<file path="src/sv/ttl_ram.sv">
// generic single-port synchronous ram with registered read
// no dependencies
module ttl_ram #(
  parameter int unsigned WIDTH = 8,
  parameter int unsigned DEPTH = 64
) (
  input  logic                     clk_i,
  input  logic                     we_i,
  input  logic [$clog2(DEPTH)-1:0] addr_i,
  input  logic [WIDTH-1:0]         wdata_i,
  output logic [WIDTH-1:0]         rdata_o
);

  logic [WIDTH-1:0] mem_q [DEPTH];
  logic [WIDTH-1:0] rdata_q;

  always_ff @(posedge clk_i) begin
    if (we_i) begin
      mem_q[addr_i] <= wdata_i;
    end
    rdata_q <= mem_q[addr_i];
  end

  assign rdata_o = rdata_q;

endmodule

</file>
<file path="config.mk">
export PLATFORM = sky130hd
export DESIGN_NAME = ttl_ram
export DESIGN_NICKNAME = d
export VERILOG_FILES = /design/src/sv/ttl_ram.sv
export SDC_FILE = /design/constraint.sdc
export NUM_CORES = 1
export LEC_CHECK = 0
export BUFFER_PORTS_ARGS = -buffer_cell sky130_fd_sc_hd__buf_2
export CORE_ASPECT_RATIO = 1.25
export CORE_MARGIN = 1.5
export CORE_UTILIZATION = 47
export DETAILED_ROUTE_END_ITERATION = 16
export PLACE_DENSITY = 0.67
export RECOVER_POWER = 50
export SYNTH_ARGS = -nofsm -noshare
export SYNTH_HDL_FRONTEND = slang
export SYNTH_SLANG_ARGS = --single-unit
</file>
<file path="constraint.sdc">
create_clock -name clk_i -period 2.6 [get_ports clk_i]
set_input_delay 0.26 -clock clk_i [delete_from_list [all_inputs] [get_ports clk_i]]
set_output_delay 0.26 -clock clk_i [all_outputs]
set_load 0.01 [all_outputs]
</file>
==> reports/summary.txt <==
Die ar. -> 0.0448 mm2
Placed Area -> 0.0224 mm2
Synth Cell Area -> 0.0204 mm2
Final Util -> 55.6%
CTS tree -> yes
Max Root-Sink Buffers -> 3
Number of CTS-inserted buffers -> 48
Gr usage total -> 23.8%
DRC violations left -> 0
Post-cts sizing count -> 0
CP startpoint -> mem_q[5][1]
Final global-route overflow total -> 0
Period utilization -> 93.6%
1st-iter DRT viols -> 1224
Via/cell ratio -> 6.07
Gpl congestion -> 0.923
Row cnt -> 85
Worst setup EP type -> flip-flop
Worst R2R Setup Slack -> 0.17 ns
Vias post-DR -> 11776
R2r startpoint -> mem_q[5][1]
Syn Area/Cell -> 17.5 um2
Critical path fanouts, max -> 1
Yosys reg bits -> 520
Post-synthesis cell type count -> 56
Routed WL per cell -> 26.9 um
Kind of critical path -> reg2reg
Final Critical Period -> 2.43 ns
IO Port Bufs -> 23
GRT busiest layer -> met2
HP Start -> we_i
Clock slew at reported path FFs -> 0.06 ns
GRT met1 Usage -> 31.4%
Hpwl dp -> 35100 um
Max Cap Viol -> 5
Max stage delay on crit path -> 0.52 ns
Post-route insts no fill -> 1939
Post-Route Setup TNS -> 0 ns
Synth Warn # -> 0
Hold/Removal Path Class -> in2reg
Met3 Use GR -> 3.27%
Setup Fix Bufs, Post-CTS -> 0
Syn nets -> 1187
Layout area overhead -> 16.7%
Placed Cells -> 1853
Synth async-reset ratio -> 0%
Slowest CP cell -> or4_1
RSZ-0062 raised after global routing -> no
Finished Cell Area -> 0.0239 mm2
Final #Nets -> 1354
Initial Utilization -> 47.6%
Failing checks -> capacitance limit, slew limit
Fin. Hold Viols -> 0
Share of layout cells above drive strength 1 -> 22.1%
Routed Wire Length -> 52200 um
Worst slew pin tran -> 1.61 ns
Register area share after synthesis -> 76.0%
Cell leakage power -> 7.96 nW
Worst clock skew -> 0.0165 ns
Core ar. -> 0.0430 mm2
Clock root buffer -> clkbuf_16
Crit path DAT -> 2.87 ns
Setup ws final -> 0.165 ns
CTS sink count -> 520
CP Data Required Time -> 3.04 ns
Sequential standard cell area -> 0.0155 mm2
Die height -> 236 um
Area occupied by multi-input gates -> 0.00451 mm2
Final setup vio count -> 0
Post-DRT Antenna Nets -> 0
Pwr Density -> 728 mW/mm2
Filler cells -> 3367
Vias in the first global route -> 11888
First-pass iteration count of the detailed router -> 6
Hold-fix buffers at CTS -> 0
Antenna Cells -> 0
Met2 Resource Use GR -> 39.8%
Worst setup SP type -> flip-flop
Fmax -> 0.411 GHz
Setup WS pre-CTS -> -0.216 ns
First-pass GRT wire length -> 77200 um
Slew headroom -> -7.64%
Largest net degree at the start of global routing -> 65
Status -> complete, but fails checks
Ports -> 24
Post-Syn Instances -> 1171
Worst skew pair latency -> 0.57 ns
Width of the die -> 190 um
Initial antenna violation count -> 1
Most common flop cell mapped by yosys -> edfxtp_1
Peak supply drop -> 0.000425 V
Post-synth EDFFs -> 512
Max Transition Viols Final -> 189
Htree depth -> 2
Critical-path cell list -> mux4_2 -> mux2i_1 -> o22a_1 -> o311ai_0 -> or4_1
-- cells in the final DEF (no fill, tap or decap), drive strengths merged, types with 11 or more instances in the layout --
cell	n
nand2b	24
nand3b	12
mux4	41
mux2	12
mux2i	63
o22a	11
nor2	82
clkinv	19
a221oi	21
a21oi	28
nand2	45
edfxtp	512
clkbuf	81
o22ai	22
buf	173
a221o	11
a31oi	15
o21ai	11
a22oi	40
-- synth_stat cells (21+ instances only) --
library cell	number	area [um2]
a221oi_1	21	184
nand2_1	45	169
mux2i_1	63	631
a21oi_1	28	140
buf_2	30	150
nor2_1	82	308
clkbuf_1	36	135
a22oi_1	40	300
mux4_2	41	923
edfxtp_1	512	15400
o22ai_1	22	138
nand2b_1	24	150
-- where the power goes --
part / internal, mW / switching, mW / leakage [nW]
registers: 9.29 / 0.0318 / 4.67
logic: 0.375 / 0.659 / 2.51
clock network: 4.06 / 2.97 / 0.771
total: 13.7 / 3.67 / 7.96
-- metal layers --
layer	vias up	part of all wire, %
met1	5987	39
met4	0	4.0
met5	-	0
met3	123	6.9
li1	5097	-
met2	569	50
-- cell families (layout without fill, tap and decap cells) --
group / count (synthesis) / after routing / synth area share (%)
muxes: 116 / 116 / 8.26
DFF: 520 / 520 / 76.0
and+or+nand+nor: 229 / 229 / 5.71
AOI/OAI and AO/OA: 222 / 222 / 8.08
buffers and inverters: 84 / 287 / 1.98
-- layout make-up --
cell class              instances  area share [%]
flip-flops and latches        520            65.1
multi-input cells             567            18.9
inverters                       3          0.0472
clock buffers                  59            5.46
clock inverters                27            1.12
well taps                     565            2.96
repair buffers                198            6.43
-- critical path, delay by kind of cell (launching register included) --
family / cells / cell delay (ns)
compound gates: 2 / 0.61
mux: 2 / 0.80
simple gates: 1 / 0.52
flops: 1 / 0.37
-- registers in the layout, summed over array words and instances, names as in the netlist --
register and cells:
mem_q 512, rdata_o 8
-- worst paths after layout --
kind | endpoint | cells after the start
min reg2reg | rdata_o[4] | 4
max | rdata_o[1] | 5
min | mem_q[21][0] | 3
max reg2reg | rdata_o[1] | 5
-- through the flow --
stage	hold WS, ns	power (mW)
after floorplan	0.359	9.99
after global placement	0.666	10.5
after detailed placement	0.666	10.5
after CTS	0.121	17.5
after global routing	0.262	17.8
final	0.254	17.4
Note: power is estimated with default switching activity, not from simulation.
