$ cat config.mk
export PLATFORM = sky130hd
export DESIGN_NAME = ttl_engine
export DESIGN_NICKNAME = d
export VERILOG_FILES = /design/src/sv/ttl_pkg.sv /design/src/sv/ttl_engine.sv
export SDC_FILE = /design/constraint.sdc
export NUM_CORES = 1
export LEC_CHECK = 0
export BUFFER_PORTS_ARGS = -buffer_cell sky130_fd_sc_hd__buf_2
export CORE_MARGIN = 5
export CORE_UTILIZATION = 45
export DETAILED_ROUTE_END_ITERATION = 8
export GPL_TIMING_DRIVEN = 0
export PLACE_DENSITY_LB_ADDON = 0.3
export SYNTH_ARGS = -nofsm -noshare
export SYNTH_HDL_FRONTEND = slang
export SYNTH_SLANG_ARGS = --single-unit
$ cat constraint.sdc
create_clock -name clk_i -period 5.2 [get_ports clk_i]
set_input_delay 0.52 -clock clk_i [delete_from_list [all_inputs] [get_ports clk_i]]
set_output_delay 0.52 -clock clk_i [all_outputs]
set_load 0.01 [all_outputs]
$ cat src/sv/ttl_pkg.sv
// types and constants of the token table
// no dependencies
package ttl_pkg;

  localparam int unsigned KEY_W  = 64;
  localparam int unsigned TIME_W = 31;
  localparam int unsigned EXP_W  = 32;
  localparam int unsigned CNT_W  = 7;
  localparam int unsigned MODE_W = 2;

  localparam logic [CNT_W-1:0]  CNT_MAX   = {CNT_W{1'b1}};
  localparam logic [TIME_W-1:0] TTL_RESET = TIME_W'(1);

  typedef enum logic [MODE_W-1:0] {
    MODE_GENERATE = 2'd0,
    MODE_RENEW    = 2'd1,
    MODE_COUNT    = 2'd2
  } mode_e;

  typedef enum logic [2:0] {
    ST_CLEAR,
    ST_IDLE,
    ST_SCAN,
    ST_DRAIN,
    ST_WRITE,
    ST_DONE
  } state_e;

  typedef struct packed {
    logic             valid;
    logic [KEY_W-1:0] key;
    logic [EXP_W-1:0] expiry;
  } entry_t;

  typedef struct packed {
    logic [CNT_W-1:0] live_count;
    logic             status;
  } result_t;

endpackage

$ cat src/sv/ttl_engine.sv
// scan sequencer of the token table: clears, scans and updates the entry ram
// depends on ttl_pkg
module ttl_engine #(
  parameter int unsigned ENTRIES = 64
) (
  input  logic                          clk_i,
  input  logic                          rst_ni,
  input  logic                          in_valid_i,
  output logic                          in_ready_o,
  input  logic [ttl_pkg::MODE_W-1:0]    mode_i,
  input  logic [ttl_pkg::KEY_W-1:0]     token_key_i,
  input  logic [ttl_pkg::TIME_W-1:0]    current_time_i,
  input  logic [ttl_pkg::TIME_W-1:0]    ttl_i,
  output logic                          ram_we_o,
  output logic [$clog2(ENTRIES)-1:0]    ram_addr_o,
  output ttl_pkg::entry_t               ram_wdata_o,
  input  ttl_pkg::entry_t               ram_rdata_i,
  output logic                          res_valid_o,
  input  logic                          res_ready_i,
  output ttl_pkg::result_t              res_o
);

  localparam int unsigned AW = $clog2(ENTRIES);
  localparam logic [AW-1:0] LAST = AW'(ENTRIES - 1);

  ttl_pkg::state_e state_q, state_d;
  logic [AW-1:0]   addr_q, addr_d;
  logic [AW-1:0]   eval_idx_q;
  logic            eval_q;

  ttl_pkg::mode_e             mode_q;
  logic [ttl_pkg::KEY_W-1:0]  key_q;
  logic [ttl_pkg::TIME_W-1:0] now_q;

  logic                       hit_q, hit_live_q, free_q, full_q;
  logic [AW-1:0]              hit_idx_q, free_idx_q;
  logic [ttl_pkg::CNT_W-1:0]  count_q;

  logic [ttl_pkg::EXP_W-1:0]  now_ext, expiry;
  logic                       e_match, e_free, e_live;
  logic                       do_write;
  logic [AW-1:0]              write_idx;

  assign now_ext = {1'b0, now_q};
  assign expiry  = now_ext + {1'b0, ttl_i};
  assign e_match = ram_rdata_i.valid && (ram_rdata_i.key == key_q);
  assign e_free  = !ram_rdata_i.valid || (ram_rdata_i.expiry <= now_ext);
  assign e_live  = ram_rdata_i.valid && (ram_rdata_i.expiry > now_ext);

  always_comb begin
    do_write  = 1'b0;
    write_idx = hit_idx_q;
    case (mode_q)
      ttl_pkg::MODE_GENERATE: begin
        do_write  = hit_q || free_q;
        write_idx = hit_q ? hit_idx_q : free_idx_q;
      end
      ttl_pkg::MODE_RENEW: begin
        do_write = hit_q && hit_live_q;
      end
      default: begin
        do_write = 1'b0;
      end
    endcase
  end

  // next state
  always_comb begin
    state_d = state_q;
    addr_d  = addr_q;
    unique case (state_q)
      ttl_pkg::ST_CLEAR: begin
        addr_d = addr_q + AW'(1);
        if (addr_q == LAST) begin
          state_d = ttl_pkg::ST_IDLE;
          addr_d  = '0;
        end
      end
      ttl_pkg::ST_IDLE: begin
        if (in_valid_i) begin
          state_d = ttl_pkg::ST_SCAN;
          addr_d  = '0;
        end
      end
      ttl_pkg::ST_SCAN: begin
        addr_d = addr_q + AW'(1);
        if (addr_q == LAST) begin
          state_d = ttl_pkg::ST_DRAIN;
          addr_d  = '0;
        end
      end
      ttl_pkg::ST_DRAIN: state_d = ttl_pkg::ST_WRITE;
      ttl_pkg::ST_WRITE: state_d = ttl_pkg::ST_DONE;
      ttl_pkg::ST_DONE: begin
        if (res_ready_i) begin
          state_d = ttl_pkg::ST_IDLE;
        end
      end
      default: state_d = ttl_pkg::ST_CLEAR;
    endcase
  end

  // outputs
  always_comb begin
    in_ready_o  = 1'b0;
    res_valid_o = 1'b0;
    ram_we_o    = 1'b0;
    ram_addr_o  = addr_q;
    ram_wdata_o = '0;
    unique case (state_q)
      ttl_pkg::ST_CLEAR: ram_we_o = 1'b1;
      ttl_pkg::ST_IDLE:  in_ready_o = 1'b1;
      ttl_pkg::ST_WRITE: begin
        ram_we_o           = do_write;
        ram_addr_o         = write_idx;
        ram_wdata_o.valid  = 1'b1;
        ram_wdata_o.key    = key_q;
        ram_wdata_o.expiry = expiry;
      end
      ttl_pkg::ST_DONE:  res_valid_o = 1'b1;
      default: ;
    endcase
  end

  assign res_o.live_count = (mode_q == ttl_pkg::MODE_COUNT) ? count_q : '0;
  assign res_o.status     = full_q;

  always_ff @(posedge clk_i or negedge rst_ni) begin
    if (!rst_ni) begin
      state_q <= ttl_pkg::ST_CLEAR;
      addr_q  <= '0;
      eval_q  <= 1'b0;
    end else begin
      state_q <= state_d;
      addr_q  <= addr_d;
      eval_q  <= (state_q == ttl_pkg::ST_SCAN);
    end
  end

  always_ff @(posedge clk_i) begin
    eval_idx_q <= addr_q;
    if (in_valid_i && in_ready_o) begin
      mode_q     <= ttl_pkg::mode_e'(mode_i);
      key_q      <= token_key_i;
      now_q      <= current_time_i;
      hit_q      <= 1'b0;
      hit_live_q <= 1'b0;
      hit_idx_q  <= '0;
      free_q     <= 1'b0;
      free_idx_q <= '0;
      count_q    <= '0;
      full_q     <= 1'b0;
    end else begin
      if (eval_q) begin
        if (e_match && !hit_q) begin
          hit_q      <= 1'b1;
          hit_idx_q  <= eval_idx_q;
          hit_live_q <= e_live;
        end
        if (e_free && !free_q) begin
          free_q     <= 1'b1;
          free_idx_q <= eval_idx_q;
        end
        if (e_live && (count_q != ttl_pkg::CNT_MAX)) begin
          count_q <= count_q + ttl_pkg::CNT_W'(1);
        end
      end
      if (state_q == ttl_pkg::ST_WRITE) begin
        full_q <= (mode_q == ttl_pkg::MODE_GENERATE) && !hit_q && !free_q;
      end
    end
  end

endmodule

==> results.md, run 1 <==
* Status: completed
* Post-Route WL at 27560 µm
* Final Cycle Share at 71.23%
* Peak VDD IR at 0.2235 mV
* Routability congestion estimate at 0.8785
* Post-layout min period at 3.704 ns
* DRT iter0 DRCs at 354
* RSZ-0062 raised after global routing: false
* Cell family with most CP delay: compound AO/OA/AOI/OAI gates
* Row count at 49
* Global-route wire length before repair at 42020 µm
* Fillers at 1558
* Vias/cell at 5.291
* Clock root buffer: clkbuf_16
* Synthesized area at 0.008267 mm²
* Final nets at 1472
* Final non-filler cell total at 1425
* P_int at 2.753 mW
* Area of the multi-input gates at 0.004228 mm²
* Storage cell area at 0.003744 mm²
* Top-area cell type share of the netlist area at 35.24%
* Main synth FF type: edfxtp_1
* Async SR Flop Fraction at 7.353%
* CTS buffer count at 17
* Critical path required time at 4.68 ns
* Switching power at 1.708 mW
* CTS max path bufs at 2
* Initial Util at 45.86%
* Leakage at 5.332 nW
* Yosys reg bits at 136
* Worst-Margin Slew at 0.7373 ns
* EDFF count, synth at 97
* Mapped Cells at 814
* # setup viols final at 0
* Power per Cell Area at 408.4 mW/mm²
* GRT Util Overall at 25.10%
* Area contributors post-synth: edfxtp_1 35%, ha_1 9.7%, dfxtp_1 7.0%
* Part of the power in combinational logic at 37.6%
* Post-CTS setup buffers at 0
* Largest net degree at the start of global routing at 42
* Post_cts resized at 0
* Slew headroom at 50.39%
* Count of yosys warnings during synthesis at 0
* Final max-slew violation count at 0
* Vias in the first global route at 7745
* Crit-path max cell delay at 0.43 ns
* Fmax at 0.2700 GHz
* Clock share of power at 27.5%
* Seq pwr share at 34.8%
* MaxCap Viol Count at 0
* Most frequent cells after synthesis: 97 x edfxtp_1, 70 x and3_1, 64 x ha_1
* CORE AREA at 0.01802 mm²
* DRC Markers at 0
* Die area at 0.02118 mm²
* Critical Path End Type: output port
* Placed Cells at 1387
* Setup_tns at 0 ns
* CTS tree: built
* Syn-to-layout area delta at 32.12%
* Worst path buffer plus inverter count at 2
* DP HPWL at 22240 µm
* Crit-path slowest cell: nor4_1
* First drt pass iteration count at 5
* Worst Hold Class: primary input to flip-flop
* Wire per inst at 19.34 µm
* Crit path max fanout at 7
* Most common cell in the synthesized netlist: edfxtp_1
* Chip height at 145.5 µm
* Critical-path cell list: ha_1 > buf_2 > nand4_1 > nor4_1 > o211ai_1 > o21a_1 > a21oi_2 > o211ai_1 > a21o_1 > a21oi_1 > buf_2
* Congestion Overflow GR at 0
* Io pins at 343
* Final hold vios at 0
* CP Data Arrival Time at 3.18 ns
* # port buffers at 342
* Via count at 7539
* Antenna violations before repair at 8
* Sw Ratio at 38.28%
* CTS H-tree depth at 4
* Sequential area share after synthesis at 45.29%
* CP Launch Type: flip-flop
* Syn nets at 1108
* Critical path type: flip-flop to output port
* Cell variety after synth at 61
* Layout cells sized above 1 at 33.08%
* Final Hold Slack at 0.2703 ns
* Die W at 145.5 µm
* DRT antenna net count at 0
* Syn Area/Cell at 10.16 µm²
* Area leader, netlist: edfxtp_1
* Worst Skew at 0.009545 ns
* Clk pin slew, worst setup/hold paths at 0.07 ns
* Skew-Pair Late Insertion Delay at 0.42 ns
* CTS sink cnt at 136
==> area by class of cell <==
type                            count  share of cell area (%)
Sequential cell                   136                   34.28
Inverter                           43                   1.478
Antenna cell                        5                  0.1146
Multi-Input combinational cell    604                   38.71
Buffer                             31                   1.260
Timing Repair Buffer              345                   16.13
Tap cell                          229                   2.623
Clock buffer                       18                   3.929
Clock inverter                     14                   1.478
==> stage by stage <==
step | worst slack, ns | util, % | area, µm² | total power [mW]
after global routing | 1.381 | 60.58 | 10920 | 4.731
after CTS | 1.534 | 60.52 | 10910 | 4.490
after global placement | -0.8428 | 56.95 | 10260 | 3.234
final | 1.496 | 60.59 | 10920 | 4.461
after floorplan | 0.9091 | - | 8267 | 2.571
after detailed placement | 1.803 | 57.19 | 10310 | 3.250
==> what timing repair did <==
action / in CTS / in global routing
endpoints found under the setup margin: 0 / 0
hold endpoints to repair: 10 / 0
hold buffers: 1 / 0
==> layout by cell type, fill, tap and decap left out, types with 10 or more instances in the layout <==
cell / instances
nor4_1: 11
clkbuf_1: 24
clkbuf_16: 17
a21oi_1: 39
nor2b_1: 10
dfxtp_1: 29
nand2_1: 45
xnor2_1: 61
and2_1: 14
nand4_1: 28
buf_2: 347
dfrtp_1: 10
mux2i_1: 14
o21ai_1: 14
xor2_1: 32
o21ai_0: 29
and3_1: 70
ha_1: 64
edfxtp_1: 97
nor2_1: 57
a21o_1: 18
inv_1: 42
nand3_1: 24
==> state kept, by name (all words and copies together) (netlist names) <==
| register | count |
|---|---|
| count_q | 7 |
| hit_q | 1 |
| hit_idx_q | 6 |
| mode_q | 2 |
| hit_live_q | 1 |
| key_q | 64 |
| free_q | 1 |
| free_idx_q | 6 |
| addr_q | 6 |
| eval_q | 1 |
| full_q | 1 |
| eval_idx_q | 6 |
| state_q | 3 |
| now_q | 31 |
==> power by group through the flow <==
stage / Combinational, mW / Clock [mW] / Sequential, mW
3_3_place_gp: 1.63 / 0 / 1.60
5_1_grt: 1.85 / 1.30 / 1.58
4_1_cts: 1.69 / 1.25 / 1.55
3_5_place_dp: 1.68 / 0 / 1.57
2_1_floorplan: 1.03 / 0 / 1.55
6_report: 1.68 / 1.23 / 1.55
==> cell families after synthesis <==
kind of cell | Yosys count | share of synthesized area [%]
multiplexers | 14 | 1.695
AO/OA/AOI/OAI | 149 | 11.47
XOR/XNOR | 93 | 9.853
buffers and inverters | 74 | 3.572
adder cells (fa/ha/maj) | 65 | 9.929
AND/OR/NAND/NOR | 283 | 18.19
flip-flops | 136 | 45.29
==> path summary, 6_finish.rpt <==
kind                                       start                         end  slack, ns  cells past startpoint
max                          now_q[18]$_DFFE_PP_             ram_wdata_o[28]       1.50                     11
min                              token_key_i[20]         key_q[20]$_DFFE_PP_       0.27                      1
max reg2reg                  now_q[30]$_DFFE_PP_  free_idx_q[2]$_SDFFE_PP0P_       2.54                      9
min reg2reg                addr_q[1]$_DFFE_PN0P_       eval_idx_q[1]$_DFF_P_       0.45                      0
max in group asynchronous                 rst_ni       addr_q[3]$_DFFE_PN0P_       4.50                      2
min in group asynchronous                 rst_ni       addr_q[4]$_DFFE_PN0P_       0.50                      2
==> layer usage <==
metal	routed length, µm	vias up	track usage (%)
li1	-	3701	-
met1	10420	3477	27.71
met2	14160	309	45.55
met3	2267	44	8.471
met4	658	8	7.649
met5	53	-	0
No activity file was read; power rests on OpenSTA's default activity.
==> inputs of run 2 (changes only) <==
clock period = 3.5 ns   (was 5.2 ns; I/O delays follow)
==> run 2 against run 1 <==
Non-clock buffer count down 1. Final area increased by 0.49%. Setup slack lost 1.4 ns. Clock power grew 42%. Die area unchanged. Register-to-register slack got worse by 1.6 ns. Cell count shrank 0.28%. Combinational power up 49%. Routed wire length about the same. Clock skew up 0.0025 ns. Hold slack worse by 0.18 ns.
==> results.md, run 2 (synthesis results as in run 1) <==
* CP Data Arrival Time at 3.04 ns
* Post-layout min period at 3.388 ns
* Power per Cell Area at 599.9 mW/mm²
* Crit path max fanout at 7
* CTS tree: built
* Io pins at 343
* Congestion Overflow GR at 0
* Syn-to-layout area delta at 32.77%
* CTS buffer count at 17
* Final nets at 1471
* Die W at 145.5 µm
* GRT Util Overall at 25.09%
* Worst path buffer plus inverter count at 2
* Regs by FF count: key_q (64), now_q (31), count_q (7)
* DRT iter0 DRCs at 391
* Die area at 0.02118 mm²
* Worst-Margin Slew at 0.8670 ns
* Antenna violations before repair at 3
* Worst Skew at 0.01204 ns
* Final core occ at 60.89%
* Slew headroom at 42.20%
* Critical-path cell list: ha_1 > buf_6 > a21o_1 > a21o_1 > a211o_1 > a31oi_4 > a21oi_2 > or2_1 > o21ai_1 > nor3b_2 > buf_2
* R2R Setup Slk at 0.91 ns
* CTS H-tree depth at 4
* Final max-slew violation count at 0
* MaxCap Viol Count at 0
* Vias in the first global route at 7719
* DRT antenna net count at 0
* Status: completed
* Most used cell, CP: a21o_1
* Chip height at 145.5 µm
* Final hold vios at 0
* DP HPWL at 21950 µm
* Final Hold Slack at 0.09523 ns
* # setup viols final at 0
* Clk pin slew, worst setup/hold paths at 0.07 ns
* Initial Util at 45.86%
* Critical path required time at 3.15 ns
* Critical Path End Type: output port
* Fmax at 0.2952 GHz
* Vias/cell at 5.351
* Commonest non-fill, non-tap cells in the layout: 345 x buf_2, 97 x edfxtp_1, 70 x and3_1
* Crit-path max cell delay at 0.41 ns
* Cell family with most CP delay: compound AO/OA/AOI/OAI gates
* Most common cell after layout, fill and taps aside: buf_2
* Row count at 49
* DRC Markers at 0
* CP Launch Type: flip-flop
* Largest Register: key_q
* Wire per inst at 19.38 µm
* Skew-Pair Late Insertion Delay at 0.42 ns
* Leakage at 5.331 nW
* First drt pass iteration count at 5
* Routability congestion estimate at 0.8902
* Hold path depth at 1
* Worst R2R Path Depth at 8
* Global-route wire length before repair at 42030 µm
* Crit-path slowest cell: edfxtp_1
* Post-Route WL at 27540 µm
* Worst Hold Class: primary input to flip-flop
* Crit path depth at 11
* Largest net degree at the start of global routing at 107
* CTS sink cnt at 136
* CORE AREA at 0.01802 mm²
* # port buffers at 342
* CTS max path bufs at 2
* Via count at 7604
* Peak VDD IR at 0.3489 mV
* Clock root buffer: clkbuf_16
* Final Cycle Share at 96.80%
* Max reg flops at 64
* Layout cells sized above 1 at 34.29%
* Critical path type: flip-flop to output port
* RSZ-0062 raised after global routing: true
-- run 2: layout make-up --
type	count	area [µm²]
fillers	1563	7049
multi-input cells	604	4324
flip-flops and latches	136	3744
repair buffers	344	1729
clock buffers	18	439.2
well taps	229	286.5
inverters	43	161.4
plain buffers	31	152.6
clock inverters	14	133.9
diodes	2	5.005
-- run 2: metal layers --
layer	share of wire (%)	up-vias	global-route usage, %
met5	0.098	-	0
met2	51	326	44.93
met3	8.2	45	7.848
li1	-	3694	-
met4	2.4	4	7.509
met1	38	3535	28.69
-- run 2: path summary, 6_finish.rpt --
kind,start,to
max in group asynchronous,rst_ni,addr_q[1]$_DFFE_PN0P_
worst min-delay path,token_key_i[36],key_q[36]$_DFFE_PP_
worst max register to register,key_q[21]$_DFFE_PP_,hit_live_q$_SDFFE_PP0P_
worst min register to register,eval_idx_q[3]$_DFF_P_,free_idx_q[3]$_SDFFE_PP0P_
min in group asynchronous,rst_ni,state_q[1]$_DFFE_PN0P_
worst max-delay path,now_q[17]$_DFFE_PP_,ram_wdata_o[26]
-- run 2: repair_timing --
action                     CTS  global route
gates resized for setup      1            21
hold buffers                 1             0
setup endpoints to repair    1             8
buffers inserted             0             1
hold endpoints to repair    10             0
pin swaps                    0             6
-- run 2: per-stage QoR --
step	setup TNS, ns	std cells	area, µm²	setup WS (ns)	total power [mW]
4_1_cts	0	1418	10860	0.02724	6.571
5_1_grt	-0.001601	1420	10970	-0.001601	6.988
6_report	0	1421	10980	0.1121	6.584
3_3_place_gp	-14.55	1385	10270	-0.1595	4.789
2_1_floorplan	0	814	8268	0.7792	3.803
3_5_place_dp	0	1385	10270	0.4254	4.813
-- run 2: power by group --
| part | switching, mW | internal, mW |
|---|---|---|
| clock | 0.795 | 0.957 |
| combinational | 1.57 | 0.938 |
| sequential | 0.230 | 2.09 |
| total | 2.60 | 3.99 |
==> inputs of run 3 (changes only) <==
CTS_BUF_LIST = sky130_fd_sc_hd__clkbuf_4   (was unset)
==> run 3 against run 2 <==
Global-route usage rose by 2.2 points. Count of clock-buffer cells in the layout is 1 lower. Utilization rose by 4.9 points. Clock skew increased by 0.021 ns. Power fell by 8.3%. Via count up 8.4%.
==> results.md, run 3 (synthesis results as in run 1) <==
* Status: completed
* CTS max path bufs at 2
* # port buffers at 342
* Via count at 8244
* CTS H-tree depth at 4
* R2R Setup Slk at 0.77 ns
* CP Launch Type: flip-flop
* CP Data Arrival Time at 3.11 ns
* Hold path start: res_ready_i
* Hold Crit Endpoint: state_q[2]$_DFFE_PN0P_
* Reg2reg end: hit_live_q$_SDFFE_PP0P_
* Setup_tns at 0 ns
* Sw Ratio at 42.75%
* Most used cell, CP: a21oi_2
* CTS buffer count at 17
* Fmax at 0.2894 GHz
* Commonest non-fill, non-tap cells in the layout: 345 x buf_2, 99 x dlygate4sd3_1, 97 x edfxtp_1
* CTS sink cnt at 136
* RSZ-0062 raised after global routing: true
* Skew-Pair Late Insertion Delay at 0.56 ns
* Crit path max fanout at 7
* Critical path required time at 3.15 ns
* Chip height at 145.5 µm
* Wire per inst at 19.51 µm
* Worst-Margin Slew at 0.8859 ns
* Peak VDD IR at 0.4004 mV
* Max reg flops at 64
* CTS tree: built
* DRT antenna net count at 0
* Global-route wire length before repair at 45800 µm
* Worst path buffer plus inverter count at 3
* Layout cells sized above 1 at 33.67%
* # setup viols final at 0
* Total Power at 6.039 mW
* Crit-path max cell delay at 0.43 ns
* First drt pass iteration count at 5
* Critical-path cell list: ha_1 > buf_6 > nand4_1 > buf_4 > or2_4 > o21a_1 > a21oi_2 > o2111ai_2 > a21o_1 > a21oi_2 > buf_2
* Switching power at 2.582 mW
* DRC Markers at 0
* Die W at 145.5 µm
* Critical path type: flip-flop to output port
* Clk pin slew, worst setup/hold paths at 0.14 ns
* Io pins at 343
* Final nets at 1582
* P_int at 3.457 mW
* MaxCap Viol Count at 0
* Largest net degree at the start of global routing at 107
* Critical Path Start: now_q[17]$_DFFE_PP_
* Placed Cells at 1385
* Slew headroom at 40.94%
* Vias in the first global route at 8574
* Pre-CTS setup slack at 0.4254 ns
* Part of the power in combinational logic at 44.7%
* Power per Cell Area at 509.1 mW/mm²
* CORE AREA at 0.01802 mm²
* Post-Route WL at 29880 µm
* Leakage at 5.686 nW
* DRT iter0 DRCs at 462
* Routability congestion estimate at 0.8902
* Most common cell after layout, fill and taps aside: buf_2
* Fillers at 1443
* Initial Util at 45.86%
* Critical Path End Type: output port
* Post-layout min period at 3.455 ns
* DP HPWL at 21950 µm
* Die area at 0.02118 mm²
* Worst R2R Path Depth at 8
* Largest Register: key_q
* Vias/cell at 5.381
* Final non-filler cell total at 1532
* Clock root buffer: clkbuf_4
* Crit-path slowest cell: edfxtp_1
* Worst Skew at 0.03340 ns
* Reg-to-reg startpoint: key_q[21]$_DFFE_PP_
* Setup slack after layout at 0.04458 ns
* Antenna violations before repair at 3
* Final hold vios at 0
* Final Cycle Share at 98.73%
* Congestion Overflow GR at 0
* Clock share of power at 16.8%
* Final max-slew violation count at 0
* Regs by FF count: key_q (64), now_q (31), count_q (7)
* Syn-to-layout area delta at 43.50%
* Cell family with most CP delay: compound AO/OA/AOI/OAI gates
* GRT Util Overall at 27.27%
* Worst Hold Class: primary input to flip-flop
* Seq pwr share at 38.5%
* Hold path depth at 4
* Row count at 49
==> run 3: repair_timing <==
| action | CTS | global route |
|---|---|---|
| hold buffers | 99 | 0 |
| gates resized for setup | 16 | 28 |
| cloned | 0 | 0 |
| setup buffers | 4 | 11 |
| setup endpoints to repair | 7 | 15 |
| endpoints found under the hold margin | 108 | 0 |
| pin swaps | 6 | 31 |
==> run 3: stage by stage <==
step	area (µm²)	hold WS, ns	utilization, %
5_1_grt	11860	0.05363	65.81
4_1_cts	11650	0.03350	64.65
3_3_place_gp	10270	0.2257	56.96
2_1_floorplan	8268	0.05441	-
6_report	11860	0.08917	65.81
3_5_place_dp	10270	0.2298	57.00
==> run 3: layout make-up <==
class | instances | area [µm²] | share of cell area, %
inverter | 43 | 161.4 | 1.361
tap | 229 | 286.5 | 2.415
antenna | 2 | 5.005 | 0.04219
timing repair buffer | 456 | 2815 | 23.73
buffer | 30 | 152.6 | 1.287
sequential | 136 | 3744 | 31.56
multi-input combinational | 604 | 4433 | 37.37
clock inverter | 15 | 137.6 | 1.160
clock buffer | 17 | 127.6 | 1.076
==> run 3: tightest hold or removal path, delay by kind of cell <==
| family | cells | cell delay [ns] |
|---|---|---|
| buf+inv | 1 | 0.07 |
| compound gates | 2 | 0.12 |
| simple gates | 1 | 0.06 |
==> run 3: per-layer routing <==
metal,vias to the layer above,routed length (µm),global-route usage (%),share of wire [%]
li1,3913,-,-,-
met1,3828,10990,30.03,37
met5,-,11,0,0.037
met4,2,1222,11.75,4.1
met3,86,2407,7.723,8.1
met2,415,15250,48.99,51
==> run 3: worst max path at each step <==
stage / end / cells past startpoint
floorplan: key_q[0]$_DFFE_PP_ / 4
global placement: now_q[18]$_DFFE_PP_ / 4
detailed placement: ram_wdata_o[30] / 13
CTS: ram_wdata_o[30] / 11
global route: ram_wdata_o[28] / 11
finish: ram_wdata_o[30] / 11
==> run 3: power groups by stage <==
stage               Sequential, mW  Combinational [mW]  Clock [mW]
floorplan                     2.28                1.52           0
global placement              2.36                2.43           0
detailed placement            2.35                2.46           0
CTS                           2.31                2.60        1.03
global route                  2.35                2.97        1.11
finish                        2.32                2.70        1.01
